[src/hw/rtl/dssm_pkg.sv]
// Package: shared types and codes for the dual stack shared memory block.
`timescale 1ns / 1ps

package dssm_pkg;

    localparam int OP_W   = 2;
    localparam int DATA_W = 32;
    localparam int STAT_W = 2;
    localparam int CAP_W  = 9;
    localparam int CAP_RESET = 256;

    localparam logic [OP_W-1:0] OP_PUSH_ONE = 2'd0;
    localparam logic [OP_W-1:0] OP_PUSH_TWO = 2'd1;
    localparam logic [OP_W-1:0] OP_POP_ONE  = 2'd2;
    localparam logic [OP_W-1:0] OP_POP_TWO  = 2'd3;

    localparam logic [STAT_W-1:0] STAT_PUSHED   = 2'd0;
    localparam logic [STAT_W-1:0] STAT_OVERFLOW = 2'd1;
    localparam logic [STAT_W-1:0] STAT_POPPED   = 2'd2;
    localparam logic [STAT_W-1:0] STAT_EMPTY    = 2'd3;

    typedef enum logic [1:0] {
        S_IDLE = 2'b01,
        S_READ = 2'b10
    } dssm_state_t;

    // controller -> datapath
    typedef struct packed {
        logic accept;     // input word taken this cycle
        logic load_read;  // move registered read data into the output register
    } dssm_cmd_t;

    // datapath -> controller
    typedef struct packed {
        logic pop_hit;    // offered word is a pop from a non-empty stack
        logic out_full;   // output register holds a word not yet taken
    } dssm_stat_t;

endpackage

[src/hw/rtl/dssm_ctrl.sv]
// Controller: sequences accept, array read and output load.
`timescale 1ns / 1ps

module dssm_ctrl (
    input  logic                 clk,
    input  logic                 rst_n,
    input  logic                 req_valid,
    input  logic                 rsp_ready,
    input  dssm_pkg::dssm_stat_t stat,
    output logic                 req_ready,
    output dssm_pkg::dssm_cmd_t  cmd
);

    dssm_pkg::dssm_state_t state_reg, state_next;
    logic                  slot_free;

    assign slot_free = !stat.out_full || rsp_ready;

    always_comb
    begin
        state_next    = state_reg;
        req_ready     = 1'b0;
        cmd.accept    = 1'b0;
        cmd.load_read = 1'b0;
        unique case (state_reg)
            dssm_pkg::S_IDLE:
            begin
                req_ready  = slot_free;
                cmd.accept = req_valid && slot_free;
                if (req_valid && slot_free && stat.pop_hit)
                begin
                    state_next = dssm_pkg::S_READ;
                end
            end
            dssm_pkg::S_READ:
            begin
                if (slot_free)
                begin
                    cmd.load_read = 1'b1;
                    state_next    = dssm_pkg::S_IDLE;
                end
            end
            default:
            begin
                state_next = dssm_pkg::S_IDLE;
            end
        endcase
    end

    always_ff @(posedge clk or negedge rst_n)
    begin
        if (!rst_n)
        begin
            state_reg <= dssm_pkg::S_IDLE;
        end
        else
        begin
            state_reg <= state_next;
        end
    end

    a_read_blocks_input: assert property (@(posedge clk) disable iff (!rst_n)
        (state_reg == dssm_pkg::S_READ) |-> !req_ready)
        else $error("input taken while an array read is pending");

    a_pop_goes_read: assert property (@(posedge clk) disable iff (!rst_n)
        (cmd.accept && stat.pop_hit) |=> (state_reg == dssm_pkg::S_READ))
        else $error("successful pop did not start a read");

endmodule

[config.mk]
export PLATFORM = sky130hd
export DESIGN_NAME = dssm_ctrl
export DESIGN_NICKNAME = d
export VERILOG_FILES = /design/src/hw/rtl/dssm_pkg.sv /design/src/hw/rtl/dssm_ctrl.sv
export SDC_FILE = /design/constraint.sdc
export NUM_CORES = 1
export LEC_CHECK = 0
export ABC_AREA = 1
export BUFFER_PORTS_ARGS = -buffer_cell sky130_fd_sc_hd__clkbuf_2
export CAP_MARGIN = 30
export CORE_AREA = 2 2 39 41
export DETAILED_ROUTE_END_ITERATION = 7
export DIE_AREA = 0 0 41 43
export PLACE_DENSITY_LB_ADDON = 0.15
export SLEW_MARGIN = 20
export SYNTH_ARGS = -nofsm -noshare
export SYNTH_HDL_FRONTEND = slang
export SYNTH_SLANG_ARGS = --single-unit
export TNS_END_PERCENT = 1
[constraint.sdc]
create_clock -name clk -period 2.8 [get_ports clk]
set_input_delay 0.56 -clock clk [delete_from_list [all_inputs] [get_ports clk]]
set_output_delay 0.56 -clock clk [all_outputs]
set_load 0.02 [all_outputs]
---- Yosys cells after proc, flatten, opt, wreduce, memory -nomap -nowiden ----
Cells that the tools add are included.
cells by class
  mux-type cells .......................... 7
  reductions and logical operators ........ 5
  eq/ne operators ......................... 4
operator list
  kind                count
  $mux 1              4
  $mux 2              2
  $ne 2x2->1 const B  2
  $pmux 2 s2          1
  $eq 2x1->1 const B  1
  $eq 2x2->1 const B  1
  $logic_and 1x1->1   2
  $reduce_and 2->1    1
  $logic_not 1->1     1
  $logic_or 1x1->1    1
word-level totals
  output and inout bits ................... 3
  input bits .............................. 6
  register bits after elaboration ......... 2
  logic and storage cells ................. 17

---- Depth between registers and ports, before layout ----
  depth after elaboration ................. 6
  depth in mapped cells ................... 6
  depth with buffers taken out ............ 6

---- Worst setup path after synthesis ----
OpenSTA, ideal clock, no wires.
  path type ............................... input-to-output
  start ................................... in rsp_ready
  end ..................................... out cmd[0] (netlist bit)
  setup slack ............................. 1,069 ps
  required time ........................... 2,240 ps
  data arrival time ....................... 1,171 ps
  stages on the path ...................... 4
  path buffers ............................ 0
  cells stage by stage .................... inv_1 > nand2_2 > inv_1 > nor3_1
RTL lines
  what                line             source
  start: declaration  dssm_ctrl.sv:8   input logic rsp_ready,
  end: declaration    dssm_ctrl.sv:11  output dssm_pkg::dssm_cmd_t cmd

---- Final worst setup path ----
  start ................................... reg state_reg[0]
  end ..................................... out req_ready
on the way
  word-level cells in the longest chain between the ends .. 2
ends and longest elaborated chain
  what                      line             source
  start: declaration        dssm_ctrl.sv:14  dssm_pkg::dssm_state_t state_reg, state_next;
  start signal: assignment  dssm_ctrl.sv:54  state_reg <= dssm_pkg::S_IDLE;
  start signal: assignment  dssm_ctrl.sv:58  state_reg <= state_next;
  $eq 2x1->1                dssm_ctrl.sv:25  unique case (state_reg)
  $mux 1                    dssm_ctrl.sv:25
  end: declaration          dssm_ctrl.sv:10  output logic req_ready,
No other way between the ends.

==> results.md <==
* Critical path cell sequence: inv_2, nor2_4, inv_2, nor2_1, clkbuf_2
* CP Data Arrival Time at roughly 1.2 ns
* Worst path max stage delay at roughly 0.54 ns
* Resize count post-CTS at 0
* All-layer global routing usage at 0.0471
* Post-layout min period at roughly 1.8 ns
* Status: finished clean
* Final antenna-violating net count at 0
* Required @ worst endpoint at around 2.2 ns
* DP HPWL at 250 um
* Endpoints failing hold at 0
* Via density at 3.18
* Post-synth EDFFs at 0
* Tcrit/Tclk final at 0.643
* Final setup skew at 0.00813 ns
* CTS tree: yes
* Reg clk slew, reported paths at 0.04 ns
* Post-Synthesis Cells at 21
* RSZ-0062 raised after global routing: no
* Sum Neg Setup Slack at 0 ns
* Unique masters post-synth at 12
* Syn nets at 27
* CP most frequent cell: inv_2
* Gpl congestion at 0.673
* Peak supply drop at between 0.15 and 0.2 mV
* GRT Max-Usage Layer: met4
* Max reg flops at 2
* Total power draw at 0.000201 W
* WL final at 308 um
* Leakage at around 0.13 nW
* Top-area cell type share of the netlist area at 0.184
* GRT met3 Usage at 0
* Initial antenna violation count at 0
* Synth area leaders: dfstp_2 18%, dfrtp_1 18%, nand2_1 16%
* Top delay family on crit path: flip-flops
* Synth Warn # at 0
* Final setup vio count at 0
* Setup Buffers After CTS at 0
* First DRT Iteration DRCs at 9
* Pins Over Slew Limit at 0
* Grt total ovfl at 0
* Crit Path Max Fanout at 3
* IO Port Bufs at 8
* Worst-Skew Late Latency at roughly 0.23 ns
* Initial Util at 0.103
* Die H at ~43 um
* Share of cells above drive strength 1 at 0.576
* Worst Hold Class: input port to asynchronous set/reset pin
* Die Footprint at between 1500 and 2000 um^2
* Hold Buf Count CTS at 0
* Vias in the first global route at 140
* Worst-Margin Slew at 0.164 ns
* Met1 Track Usage GR at 0.0769
* #FFs+latches synth at 2
* Setup CP Type: flop to output port
* Slew margin rel. at 0.890
* Placed Instance Area at 203 um^2
* Mapped Area at about 140 um^2
* Critical Path Source Type: flop
* Leading post-synthesis cells by instance count: 6 x nand2_1, 3 x inv_2, 2 x inv_1, 2 x nor2_2
* Most frequent cell after synthesis: nand2_1
* Highest clock rate at 556 MHz
* Core area at roughly 1400 um^2
* Yosys top cell by area: dfstp_2
* Drt drc at 0
* Ys async rst share at 1.00
* Post-DR wirelength/cell at roughly 6.3 um
* Final Cell Area at 229 um^2
* Clk root buf: clkbuf_4
* Met2 Track Usage GR at 0.0344
* Fillers at 163
* Nets@finish at 40
* Ports at 9
* Ant diodes at 0
* Crit path buf inv count at 3
* Area growth, synth to finish at 60.5%
* Sequential fraction of the synthesis area at 0.360
* Htree depth at 1
* Num CTS Buffers at 3
* First-pass GRT wire length at 524 um
* Power per cell area at between 800 and 900 nW/um^2
* Via count at 156
* CTS Buffer Depth at 2
* Row count at 14
* DR pass1 iterations at 4
* Clock Sink Count at 2
* Largest net degree at the start of global routing at 5
* Prevailing post-synth register cell: dfstp_2
* Maxcap violations at 0
* Die Wd at a little over 40 um
* Worst Setup End Kind: output port
* Mean post-synth cell area at 6.79 um^2
* Critical Path Slowest Stage Cell: dfstp_2
[power breakdown]
group	switching, W	internal, W
sequential	0.00000951	0.0000427
clock	0.0000186	0.0000531
combinational	0.0000503	0.0000273
[area by class of cell]
class | instances | area (um^2) | share of cell area
multi-input combinational | 14 | 72.6 | 0.317
sequential | 2 | 51.3 | 0.224
inverter | 5 | 18.8 | 0.0820
clock buffer | 4 | 26.3 | 0.115
timing repair buffer | 8 | 40.0 | 0.175
tap | 16 | 20.0 | 0.0874
[cell families after synthesis]
logic type             count (synthesis)  synth area share
flip-flops                             2             0.360
AND/OR/NAND/NOR                       14             0.509
buffers and inverters                  5             0.132
[metal layers]
| metal | vias to the layer above | wire length, um |
|---|---|---|
| met5 | - | 0 |
| met4 | 0 | 0 |
| met3 | 0 | 32 |
| met2 | 8 | 112 |
| met1 | 62 | 163 |
| li1 | 86 | - |
[final timing paths]
check,to,cells after the start,startpoint,slack (ns)
worst max-delay path,req_ready,5,state_reg[0],1.00
worst min-delay path,state_reg[1],1,rst_n,0.11
worst max register to register,state_reg[0],5,state_reg[0],1.87
worst min register to register,state_reg[0],3,state_reg[1],0.57
max in group asynchronous,state_reg[0],1,rst_n,2.49
min in group clk,state_reg[0],3,state_reg[1],0.57
[cells in the final DEF, fill, tap and decap left out]
cell,Yosys,final
clkbuf_2,0,8
nand4_1,1,1
clkbuf_1,0,1
nor3_1,1,1
nor2_4,1,1
nand2_1,6,6
nor2_1,1,1
inv_1,2,2
dfstp_2,1,1
nor2_2,2,2
dfrtp_1,1,1
nand3_1,1,1
inv_2,3,3
nand2_2,1,1
clkbuf_4,0,3
[per-stage QoR]
step / hold WS [ns] / worst slack (ns) / std cells / util
6_report: 0.109 / 1.00 / 49 / 0.165
5_1_grt: 0.0954 / 0.927 / 49 / 0.165
4_1_cts: 0.102 / 0.988 / 49 / 0.165
3_5_place_dp: 0.349 / 1.09 / 45 / 0.146
3_3_place_gp: 0.348 / 1.10 / 45 / 0.146
2_1_floorplan: 0.264 / 1.07 / 21 / -
(Power assumes the default switching activity.)
